==> config.mk <==
export PLATFORM = sky130hd
export DESIGN_NAME = contiguous_page_allocator_top_flat
export DESIGN_NICKNAME = d
export VERILOG_FILES = /design/src/rtl/cpa_pkg.sv /design/src/rtl/cpa_if.sv /design/src/rtl/cpa_datapath.sv /design/src/rtl/cpa_ctrl.sv /design/src/rtl/contiguous_page_allocator_top.sv /design/src/flat_wrapper.sv
export SDC_FILE = /design/constraint.sdc
export NUM_CORES = 2
export LEC_CHECK = 0
export BUFFER_PORTS_ARGS = -buffer_cell sky130_fd_sc_hd__buf_4
export CAP_MARGIN = 5
export CORE_AREA = 2 2 567 569
export DETAILED_ROUTE_END_ITERATION = 10
export DIE_AREA = 0 0 569 571
export PLACE_DENSITY_LB_ADDON = 0.05
export SYNTH_ARGS = -nofsm -noshare
export SYNTH_HDL_FRONTEND = slang
export SYNTH_HIERARCHICAL = 1
export SYNTH_SLANG_ARGS = --single-unit
==> constraint.sdc <==
create_clock -name clk -period 36.3 [get_ports clk]
set_clock_uncertainty 0.2 [all_clocks]
set_input_delay 3.63 -clock clk [delete_from_list [all_inputs] [get_ports clk]]
set_output_delay 3.63 -clock clk [all_outputs]
set_load 0.02 [all_outputs]
==> src/rtl/cpa_pkg.sv <==
package cpa_pkg;

  localparam int TOTAL_PAGES = 256;
  localparam int MAX_REGIONS = 16;

  localparam int IDX_W  = (MAX_REGIONS > 1) ? $clog2(MAX_REGIONS) : 1;
  localparam int ITER_W = $clog2(MAX_REGIONS + 1);
  localparam int PAGE_W = 8;
  localparam int CNT_W  = 9;
  localparam int ID_W   = 32;
  localparam int STS_W  = 3;
  localparam int CTR_W  = 32;

  // usable-area ceiling in pages
  localparam logic [CNT_W-1:0] LIM_MAX = CNT_W'((TOTAL_PAGES < 256) ? TOTAL_PAGES : 256);

  localparam logic [1:0] FUNC_ALLOC = 2'd0;
  localparam logic [1:0] FUNC_FREE  = 2'd1;
  localparam logic [1:0] FUNC_READ  = 2'd2;
  localparam logic [1:0] FUNC_WRITE = 2'd3;

  localparam logic [STS_W-1:0] ST_OK       = 3'd0;
  localparam logic [STS_W-1:0] ST_NO_SPACE = 3'd1;
  localparam logic [STS_W-1:0] ST_NOT_FND  = 3'd2;
  localparam logic [STS_W-1:0] ST_RANGE    = 3'd3;
  localparam logic [STS_W-1:0] ST_FULL     = 3'd4;
  localparam logic [STS_W-1:0] ST_BAD      = 3'd5;

  localparam logic KIND_REPLY = 1'b0;
  localparam logic KIND_MOVE  = 1'b1;

  typedef enum logic [2:0] {
    R_ERR,
    R_MOVE,
    R_GRANT,
    R_FREE,
    R_XLATE
  } reply_t;

  typedef struct packed {
    logic             load;
    logic             walk_init;
    logic             scan_step;
    logic             gap_step;
    logic             emit;
    reply_t           reply;
    logic [STS_W-1:0] err_status;
  } cpa_cmd_t;

  typedef struct packed {
    logic [1:0] func;
    logic       need_zero;
    logic       hit;
    logic       slot_free;
    logic       page_oob;
    logic       idx_last;
    logic       more;
    logic       fit;
    logic       need_gt_total;
    logic       multi_run;
    logic       target_hit;
    logic       out_free;
  } cpa_sts_t;

endpackage

==> src/rtl/cpa_if.sv <==
interface cpa_req_if import cpa_pkg::*; ();
  logic              valid;
  logic              ready;
  logic [1:0]        func;
  logic [ID_W-1:0]   proc_id;
  logic [CNT_W-1:0]  amount;
  modport source (output valid, func, proc_id, amount, input ready);
  modport sink   (input valid, func, proc_id, amount, output ready);
endinterface

interface cpa_rsp_if import cpa_pkg::*; ();
  logic              valid;
  logic              ready;
  logic [STS_W-1:0]  status;
  logic              kind;
  logic [PAGE_W-1:0] page_addr;
  logic [PAGE_W-1:0] move_source;
  logic [CNT_W-1:0]  move_count;
  logic [CTR_W-1:0]  reads_done;
  logic [CTR_W-1:0]  writes_done;
  logic              last;
  modport source (output valid, status, kind, page_addr, move_source, move_count,
                  reads_done, writes_done, last, input ready);
  modport sink   (input valid, status, kind, page_addr, move_source, move_count,
                  reads_done, writes_done, last, output ready);
endinterface

interface cpa_cfg_if import cpa_pkg::*; ();
  logic             valid;
  logic             ready;
  logic [CNT_W-1:0] data;
  modport source (output valid, data, input ready);
  modport sink   (input valid, data, output ready);
endinterface

==> src/rtl/cpa_datapath.sv <==
module cpa_datapath import cpa_pkg::*; (
  input  logic          clk,
  input  logic          rst,
  cpa_req_if.sink       req,
  cpa_rsp_if.source     rsp,
  cpa_cfg_if.sink       cfg,
  input  cpa_cmd_t      cmd,
  output cpa_sts_t      sts
);

  logic [CNT_W-1:0] pages;
  logic [CNT_W-1:0] lim;

  logic [1:0]        func;
  logic [ID_W-1:0]   pid;
  logic [CNT_W-1:0]  need;

  logic              r_valid  [MAX_REGIONS];
  logic [ID_W-1:0]   r_owner  [MAX_REGIONS];
  logic [PAGE_W-1:0] r_base   [MAX_REGIONS];
  logic [CNT_W-1:0]  r_len    [MAX_REGIONS];
  logic [CTR_W-1:0]  r_reads  [MAX_REGIONS];
  logic [CTR_W-1:0]  r_writes [MAX_REGIONS];

  // walk state
  logic [CNT_W-1:0]  cur;
  logic [IDX_W-1:0]  idx;
  logic              best_found;
  logic [PAGE_W-1:0] best_base;
  logic [CNT_W-1:0]  best_end;
  logic [1:0]        run_cnt;
  logic [PAGE_W-1:0] first_start;
  logic [CNT_W-1:0]  first_end;
  logic              fit;
  logic [PAGE_W-1:0] fit_base;
  logic [CNT_W-1:0]  total;

  logic              out_valid;

  logic              hit, slot_free, tgt_hit;
  logic [IDX_W-1:0]  hit_idx, slot_idx, tgt_idx;

  always_comb begin
    hit = 1'b0; slot_free = 1'b0; tgt_hit = 1'b0;
    hit_idx = '0; slot_idx = '0; tgt_idx = '0;
    for (int i = MAX_REGIONS - 1; i >= 0; i--) begin
      if (r_valid[i] && r_owner[i] == pid) begin
        hit = 1'b1; hit_idx = IDX_W'(i);
      end
      if (!r_valid[i]) begin
        slot_free = 1'b1; slot_idx = IDX_W'(i);
      end
      if (r_valid[i] && {1'b0, r_base[i]} == first_end) begin
        tgt_hit = 1'b1; tgt_idx = IDX_W'(i);
      end
    end
  end

  logic [CNT_W-1:0] ent_base, ent_end, hi, run_len;
  logic             ent_take, run_ok;

  always_comb begin
    ent_base = {1'b0, r_base[idx]};
    ent_end  = ent_base + r_len[idx];
    ent_take = r_valid[idx] && ent_base >= cur && (!best_found || r_base[idx] < best_base);
    if (best_found) hi = ({1'b0, best_base} < lim) ? {1'b0, best_base} : lim;
    else            hi = lim;
    run_ok  = hi > cur;
    run_len = hi - cur;
  end

  assign lim = (pages > LIM_MAX) ? LIM_MAX : pages;
  assign cfg.ready = 1'b1;
  assign req.ready = cmd.load;

  logic out_free;
  assign out_free = !out_valid || rsp.ready;

  always_comb begin
    sts.func          = func;
    sts.need_zero     = need == '0;
    sts.hit           = hit;
    sts.slot_free     = slot_free;
    sts.page_oob      = need >= r_len[hit_idx];
    sts.idx_last      = idx == IDX_W'(MAX_REGIONS - 1);
    sts.more          = best_found;
    sts.fit           = fit;
    sts.need_gt_total = need > total;
    sts.multi_run     = run_cnt > 2'd1;
    sts.target_hit    = tgt_hit;
    sts.out_free      = out_free;
  end

  always_ff @(posedge clk) begin
    if (rst) begin
      pages     <= CNT_W'(256);
      out_valid <= 1'b0;
      for (int i = 0; i < MAX_REGIONS; i++) r_valid[i] <= 1'b0;
    end else begin
      if (cfg.valid) pages <= cfg.data;

      if (cmd.load) begin
        func <= req.func;
        pid  <= req.proc_id;
        need <= req.amount;
      end

      if (cmd.walk_init) begin
        cur        <= '0;
        idx        <= '0;
        best_found <= 1'b0;
        run_cnt    <= '0;
        fit        <= 1'b0;
        total      <= '0;
      end

      if (cmd.scan_step) begin
        if (ent_take) begin
          best_found <= 1'b1;
          best_base  <= r_base[idx];
          best_end   <= ent_end;
        end
        idx <= (idx == IDX_W'(MAX_REGIONS - 1)) ? '0 : idx + 1'b1;
      end

      if (cmd.gap_step) begin
        if (run_ok) begin
          if (run_cnt == 2'd0) begin
            first_start <= cur[PAGE_W-1:0];
            first_end   <= hi;
          end
          if (run_cnt != 2'd2) run_cnt <= run_cnt + 1'b1;
          total <= total + run_len;
          if (!fit && run_len >= need) begin
            fit      <= 1'b1;
            fit_base <= cur[PAGE_W-1:0];
          end
        end
        if (best_found) cur <= best_end;
        best_found <= 1'b0;
      end

      if (rsp.valid && rsp.ready) out_valid <= 1'b0;

      if (cmd.emit) begin
        out_valid       <= 1'b1;
        rsp.status      <= ST_OK;
        rsp.kind        <= KIND_REPLY;
        rsp.page_addr   <= '0;
        rsp.move_source <= '0;
        rsp.move_count  <= '0;
        rsp.reads_done  <= '0;
        rsp.writes_done <= '0;
        rsp.last        <= 1'b1;
        unique case (cmd.reply)
          R_ERR: rsp.status <= cmd.err_status;
          R_MOVE: begin
            rsp.kind        <= KIND_MOVE;
            rsp.last        <= 1'b0;
            rsp.page_addr   <= first_start;
            rsp.move_source <= r_base[tgt_idx];
            rsp.move_count  <= r_len[tgt_idx];
            r_base[tgt_idx] <= first_start;
          end
          R_GRANT: begin
            rsp.page_addr       <= fit_base;
            r_valid[slot_idx]   <= 1'b1;
            r_owner[slot_idx]   <= pid;
            r_base[slot_idx]    <= fit_base;
            r_len[slot_idx]     <= need;
            r_reads[slot_idx]   <= '0;
            r_writes[slot_idx]  <= '0;
          end
          R_FREE: begin
            rsp.page_addr    <= r_base[hit_idx];
            rsp.reads_done   <= r_reads[hit_idx];
            rsp.writes_done  <= r_writes[hit_idx];
            r_valid[hit_idx] <= 1'b0;
          end
          R_XLATE: begin
            rsp.page_addr <= r_base[hit_idx] + need[PAGE_W-1:0];
            if (func == FUNC_READ) begin
              if (r_reads[hit_idx] != '1) r_reads[hit_idx] <= r_reads[hit_idx] + 1'b1;
            end else begin
              if (r_writes[hit_idx] != '1) r_writes[hit_idx] <= r_writes[hit_idx] + 1'b1;
            end
          end
          default: rsp.status <= ST_BAD;
        endcase
      end
    end
  end

  assign rsp.valid = out_valid;

endmodule

==> src/rtl/cpa_ctrl.sv <==
module cpa_ctrl import cpa_pkg::*; (
  input  logic     clk,
  input  logic     rst,
  input  logic     req_valid,
  input  cpa_sts_t sts,
  output cpa_cmd_t cmd
);

  typedef enum logic [2:0] {
    S_IDLE, S_DECODE, S_SCAN, S_GAP, S_A_CHECK, S_C_CHECK, S_F_CHECK
  } state_t;

  state_t state, state_next, ret, ret_next;
  logic [ITER_W-1:0] iter, iter_next;

  always_comb begin
    cmd        = '0;
    cmd.reply  = R_ERR;
    state_next = state;
    ret_next   = ret;
    iter_next  = iter;
    unique case (state)
      S_IDLE: begin
        cmd.load = 1'b1;
        if (req_valid) state_next = S_DECODE;
      end
      S_DECODE: begin
        if (sts.func == FUNC_ALLOC) begin
          if (sts.need_zero || sts.hit) begin
            cmd.emit = sts.out_free; cmd.err_status = ST_BAD;
          end else if (!sts.slot_free) begin
            cmd.emit = sts.out_free; cmd.err_status = ST_FULL;
          end else begin
            cmd.walk_init = 1'b1;
            ret_next      = S_A_CHECK;
            state_next    = S_SCAN;
          end
        end else if (!sts.hit) begin
          cmd.emit = sts.out_free; cmd.err_status = ST_NOT_FND;
        end else if (sts.func == FUNC_FREE) begin
          cmd.emit = sts.out_free; cmd.reply = R_FREE;
        end else if (sts.page_oob) begin
          cmd.emit = sts.out_free; cmd.err_status = ST_RANGE;
        end else begin
          cmd.emit = sts.out_free; cmd.reply = R_XLATE;
        end
        if (cmd.emit) state_next = S_IDLE;
      end
      S_SCAN: begin
        cmd.scan_step = 1'b1;
        if (sts.idx_last) state_next = S_GAP;
      end
      S_GAP: begin
        cmd.gap_step = 1'b1;
        state_next   = sts.more ? S_SCAN : ret;
      end
      S_A_CHECK: begin
        if (sts.fit) begin
          cmd.emit = sts.out_free; cmd.reply = R_GRANT;
          if (cmd.emit) state_next = S_IDLE;
        end else if (sts.need_gt_total) begin
          cmd.emit = sts.out_free; cmd.err_status = ST_NO_SPACE;
          if (cmd.emit) state_next = S_IDLE;
        end else begin
          iter_next     = '0;
          cmd.walk_init = 1'b1;
          ret_next      = S_C_CHECK;
          state_next    = S_SCAN;
        end
      end
      S_C_CHECK: begin
        if (sts.multi_run && sts.target_hit) begin
          cmd.emit = sts.out_free; cmd.reply = R_MOVE;
          if (cmd.emit) begin
            iter_next     = iter + 1'b1;
            cmd.walk_init = 1'b1;
            ret_next      = (iter_next == ITER_W'(MAX_REGIONS)) ? S_F_CHECK : S_C_CHECK;
            state_next    = S_SCAN;
          end
        end else begin
          // table unchanged since this walk, its fit result stands
          state_next = S_F_CHECK;
        end
      end
      S_F_CHECK: begin
        cmd.emit = sts.out_free;
        if (sts.fit) cmd.reply = R_GRANT;
        else         cmd.err_status = ST_NO_SPACE;
        if (cmd.emit) state_next = S_IDLE;
      end
      default: state_next = S_IDLE;
    endcase
  end

  always_ff @(posedge clk) begin
    if (rst) begin
      state <= S_IDLE;
      ret   <= S_A_CHECK;
      iter  <= '0;
    end else begin
      state <= state_next;
      ret   <= ret_next;
      iter  <= iter_next;
    end
  end

endmodule

==> src/rtl/contiguous_page_allocator_top.sv <==
// channel | dir | beat contents
// req     | in  | func, proc_id, amount
// rsp     | out | status, kind, page_addr, move_source, move_count,
//         |     | reads_done, writes_done, last
// cfg     | in  | data = pages_in_use
//
// Sequencing: free/read/write pass through idle and decode, then wait on the
//   output. Allocate adds a table walk that scans every region entry once per
//   region passed plus once more; compaction repeats the walk once, then runs
//   one walk per move, up to MAX_REGIONS moves.
//   The walk scans the region table one entry at a time.
// Reset: synchronous, clears the region valid bits and sets pages_in_use to 256.
// Stalls: the output register frees req while a beat waits on rsp; a new beat
//   is emitted only when the register is empty or its beat is taken that cycle.
module contiguous_page_allocator_top import cpa_pkg::*; (
  input  logic      clk,
  input  logic      rst,
  cpa_req_if.sink   req,
  cpa_rsp_if.source rsp,
  cpa_cfg_if.sink   cfg
);

  cpa_cmd_t cmd;
  cpa_sts_t sts;

  // sequencer: decode, walks, compaction loop
  cpa_ctrl u_ctrl (
    .clk       (clk),
    .rst       (rst),
    .req_valid (req.valid),
    .sts       (sts),
    .cmd       (cmd)
  );

  // region table, walk registers, output register
  cpa_datapath u_dp (
    .clk (clk),
    .rst (rst),
    .req (req),
    .rsp (rsp),
    .cfg (cfg),
    .cmd (cmd),
    .sts (sts)
  );

endmodule

==> src/flat_wrapper.sv <==
// flat-port wrapper written by rule: the top's interface ports become plain ports
module contiguous_page_allocator_top_flat import cpa_pkg::*;
  (clk, rst, req_valid, req_func, req_proc_id, req_amount, req_ready, rsp_valid, rsp_status, rsp_kind, rsp_page_addr, rsp_move_source, rsp_move_count, rsp_reads_done, rsp_writes_done, rsp_last, rsp_ready, cfg_valid, cfg_data, cfg_ready);
  cpa_req_if req_i ();
  cpa_rsp_if rsp_i ();
  cpa_cfg_if cfg_i ();
  input  logic clk;
  input  logic rst;
  input wire logic [$bits(req_i.valid)-1:0] req_valid;
  input wire logic [$bits(req_i.func)-1:0] req_func;
  input wire logic [$bits(req_i.proc_id)-1:0] req_proc_id;
  input wire logic [$bits(req_i.amount)-1:0] req_amount;
  output wire logic [$bits(req_i.ready)-1:0] req_ready;
  output wire logic [$bits(rsp_i.valid)-1:0] rsp_valid;
  output wire logic [$bits(rsp_i.status)-1:0] rsp_status;
  output wire logic [$bits(rsp_i.kind)-1:0] rsp_kind;
  output wire logic [$bits(rsp_i.page_addr)-1:0] rsp_page_addr;
  output wire logic [$bits(rsp_i.move_source)-1:0] rsp_move_source;
  output wire logic [$bits(rsp_i.move_count)-1:0] rsp_move_count;
  output wire logic [$bits(rsp_i.reads_done)-1:0] rsp_reads_done;
  output wire logic [$bits(rsp_i.writes_done)-1:0] rsp_writes_done;
  output wire logic [$bits(rsp_i.last)-1:0] rsp_last;
  input wire logic [$bits(rsp_i.ready)-1:0] rsp_ready;
  input wire logic [$bits(cfg_i.valid)-1:0] cfg_valid;
  input wire logic [$bits(cfg_i.data)-1:0] cfg_data;
  output wire logic [$bits(cfg_i.ready)-1:0] cfg_ready;
  assign req_i.valid = req_valid;
  assign req_i.func = req_func;
  assign req_i.proc_id = req_proc_id;
  assign req_i.amount = req_amount;
  assign req_ready = req_i.ready;
  assign rsp_valid = rsp_i.valid;
  assign rsp_status = rsp_i.status;
  assign rsp_kind = rsp_i.kind;
  assign rsp_page_addr = rsp_i.page_addr;
  assign rsp_move_source = rsp_i.move_source;
  assign rsp_move_count = rsp_i.move_count;
  assign rsp_reads_done = rsp_i.reads_done;
  assign rsp_writes_done = rsp_i.writes_done;
  assign rsp_last = rsp_i.last;
  assign rsp_i.ready = rsp_ready;
  assign cfg_i.valid = cfg_valid;
  assign cfg_i.data = cfg_data;
  assign cfg_ready = cfg_i.ready;
  contiguous_page_allocator_top u_core (.clk(clk), .rst(rst), .req(req_i), .rsp(rsp_i), .cfg(cfg_i));
endmodule
==> metrics.md <==
| Metric | Value |
|---|---|
| Nets@finish | between 7000 and 8000 |
| Port bufs | 152 |
| M1 WL | ~160 mm |
| Hpwl dp | around 220 mm |
| Remaining antenna violation count | 0 |
| Post-synth top area cell | edfxtp_1 |
| CP Class | register to register |
| # hold bufs at CTS | 0 |
| Syn_area_per_cell | around 14 um2 |
| Vias per cell | 5.22 |
| Setup-failing EPs final | 0 |
| Layout fillers | roughly 31000 |
| Slew HR | about a tenth |
| Data arrival time of the worst path | about 13000 ps |
| CTS Buf Count | 243 |
| Commonest cells in the synthesized netlist | 2029 x edfxtp_1, 831 x nand2_1, 477 x mux2i_1 |
| Number of synthesized flops with an enable pin | ~2000 |
| DIE WIDTH | between 500 and 600 um |
| Syn Inst Count | 7001 |
| Fin. max-slew vios | 0 |
| Initial core utilization | 29.9% |
| Total Wirelength | 353 mm |
| Detail Route met3 WL | approximately 16 mm |
| Clk slew on worst S/H paths | roughly 60 ps |
| Yosys top cell area share | ~64% |
| Core area | ~320000 um2 |
| Part of the Yosys area used for sequential elements | 64.4% |
| Root Buffer Master | clkbuf_16 |
| Max-Cap Viols | 0 |
| WL met2 | 166 mm |
| Post-CTS Setup Inserts | 0 |
| Die footprint | around 320000 um2 |
| Final Hold Fails | 0 |
| Largest stage delay, worst path | 810 ps |
| Worst-margin pin slew | between 1000 and 1500 ps |
| Status | finished, final reports clean |
| Most numerous cell in the Yosys netlist | edfxtp_1 |
| Slowest-stage cell, CP | buf_4 |
| Hold Crit Class | register to register |
| Setup TNS | 0 ps |
| CP Capture Type | register |
| Cts repair resizes | 0 |
| Routed via count | about 60000 |
| Std-Cell Rows | 208 |
| Die height | roughly 570 um |
| Clk_lat worst skew | approximately 930 ps |
| First-pass GRT wire length | 491 mm |
| Post-synthesis cell area | roughly 95000 um2 |
| Hold slack | between 200 and 300 ps |
| Post-synth cell types | approximately 110 |
| Worst Hold Depth | 0 |
| H-tree lvl count | 4 |
| CTS tree | done |
| Residual DRC | 0 |
| Flops & latches, synth | ~2100 |
| Critical Path Source Type | register |
| Final GP Congestion | approximately 0.8 |
| Post-synth ARST share | 0% |
| Worst path required time | 36640 ps |
| Placement Cell Area | approximately 100000 um2 |
| Cell Pwr Density | between 40 and 50 nW/um2 |
| Global-route usage over all layers | a little over a fifth |
| Synth Net Count | roughly 7000 |
| Max IR drop VDD | 0.0403 mV |
| Finished Cell Area | 110000 um2 |
| Leak | ~38 nW |
| Area contributors post-synth | edfxtp_1 64%, mux2i_1 5.0%, xor2_1 4.1%, nand2_1 3.3%, xnor2_1 2.5% |
| Primary FF master, synth | edfxtp_1 |
| Crit Path Max Fanout | 73 |
| I/O pins | about 150 |
| CTS max path bufs | 4 |
| GRT overflow | 0 |
| Unrepaired setup endpoints after global routing | false |
| Tmin final | approximately 12000 ps |
| Worst Reg-to-Reg Cells | 33 |
| Share of the clock period used by the worst path | between 30% and 40% |
| First-iteration detailed-routing DRC count | 5500 |
| Area growth syn-to-layout | 15.5% |
| Drt wl/cell | slightly above 30 um |
| Top Metal Used | met5 |
| Initial antenna violation count | 26 |
| Largest net degree at the start of global routing | 99 |
| Maximum clock rate | around 80 MHz |
| Share of cells above drive strength 1 | around 14% |
| DRT Pass-1 Iters | 6 |
| YS warnings | 6 |
| CTS sink cnt | a little over 2000 |
| Vias in the first global route | 60700 |
worst max-delay path: cells and delay by family, from the launching register on:
kind | cells | cell delay, ps
simple gates | 15 | 5700
compound gates | 12 | 3040
buf+inv | 4 | 2260
flops | 1 | 320
fa+ha+maj | 1 | 260
xor+xnor | 1 | 170
routing by layer:
layer  vias up  GRT usage (%)
met3       407           2.63
li1      27200              -
met4         6           4.50
met1     31700           30.1
met5         -              0
met2      1639           34.9
cells in the final DEF, fill, tap and decap left out, types with 54 or more instances in the layout:
master and count:
nand4_1 114, mux4_2 93, nand3_1 190, clkbuf_1 55
nor2_1 229, edfxtp_1 2029, nand2_1 827, and3_1 95
clkbuf_16 247, o21ai_0 134, a211oi_1 199, nor3_1 64
buf_4 411, nor4_1 181, o22ai_1 61, xnor2_1 275
nor2b_1 119, xor2_1 446, mux2i_1 476, ha_1 85
a21oi_1 172, clkinv_1 54, inv_1 84
state kept, by name (all words and copies together), names as in the netlist, 5 cells and up, named ones only:
signal and count:
u_core/u_dp/r_base 128, u_core/u_dp/need 9, u_core/u_dp/rsp.reads_done 32, u_core/u_dp/r_len 144, u_core/u_dp/rsp.page_addr 8, u_core/u_dp/r_writes 512
u_core/u_dp/r_reads 512, u_core/u_dp/best_end 9, u_core/u_dp/pid 32, u_core/u_dp/rsp.move_source 8, u_core/u_dp/rsp.writes_done 32, u_core/u_ctrl/iter 5
u_core/u_dp/pages 9, u_core/u_dp/r_owner 512, u_core/u_dp/rsp.move_count 9, u_core/u_dp/cur 9, u_core/u_dp/fit_base 8, u_core/u_dp/best_base 8
u_core/u_dp/r_valid 16, u_core/u_dp/total 9, u_core/u_dp/first_start 8, u_core/u_dp/first_end 9
power breakdown:
| part | internal (W) | total (W) | leakage [nW] | switching [W] |
|---|---|---|---|---|
| registers | 0.00260 | 0.00262 | 20.9 | 0.0000128 |
| logic | 0.0000852 | 0.000255 | 13.0 | 0.000169 |
| clock network | 0.00137 | 0.00239 | 3.72 | 0.00101 |
| total | 0.00406 | 0.00526 | 37.5 | 0.00120 |
cells by family after synthesis:
| logic type | Yosys count | synth area share, % |
|---|---|---|
| buffers and inverters | 488 | 2.39 |
| AND/OR/NAND/NOR | 2117 | 11.1 |
| flip-flops | 2053 | 64.4 |
| other | 1 | 0.00393 |
| XOR/XNOR | 721 | 6.62 |
| AO/OA/AOI/OAI | 913 | 6.50 |
| adder cells (fa/ha/maj) | 89 | 1.20 |
| multiplexers | 619 | 7.80 |
stage by stage:
stage | util, % | power (W) | setup slack, ps | cells
global placement | 32.1 | 0.00292 | 23810 | 11200
finish | 34.5 | 0.00526 | 23830 | 11700
global route | 34.5 | 0.00544 | 23250 | 11700
floorplan | - | 0.00282 | 24770 | 7001
detailed placement | 32.1 | 0.00292 | 23740 | 11200
CTS | 34.5 | 0.00533 | 23710 | 11700
layout make-up:
class,instances,area (um2),area share (%)
diodes,6,15.0,0.0136
clock buffers,302,6390,5.80
clock inverters,142,1220,1.11
inverters,92,350,0.318
multi-input cells,4460,32400,29.4
flip-flops and latches,2053,61400,55.8
well taps,4200,5260,4.77
repair buffers,414,3150,2.86
path summary, 6_finish.rpt:
path | endpoint | slack, ps | start
setup / recovery | u_core/u_dp/r_writes[9][4] | 23830 | u_core/u_dp/pid[8]
setup reg to reg | u_core/u_dp/r_writes[9][4] | 23830 | u_core/u_dp/pid[8]
hold / removal | u_core/u_dp/fit_base[2] | 280 | u_core/u_dp/cur[2]
hold reg to reg | u_core/u_dp/fit_base[2] | 280 | u_core/u_dp/cur[2]
No activity file was read; power rests on OpenSTA's default activity.
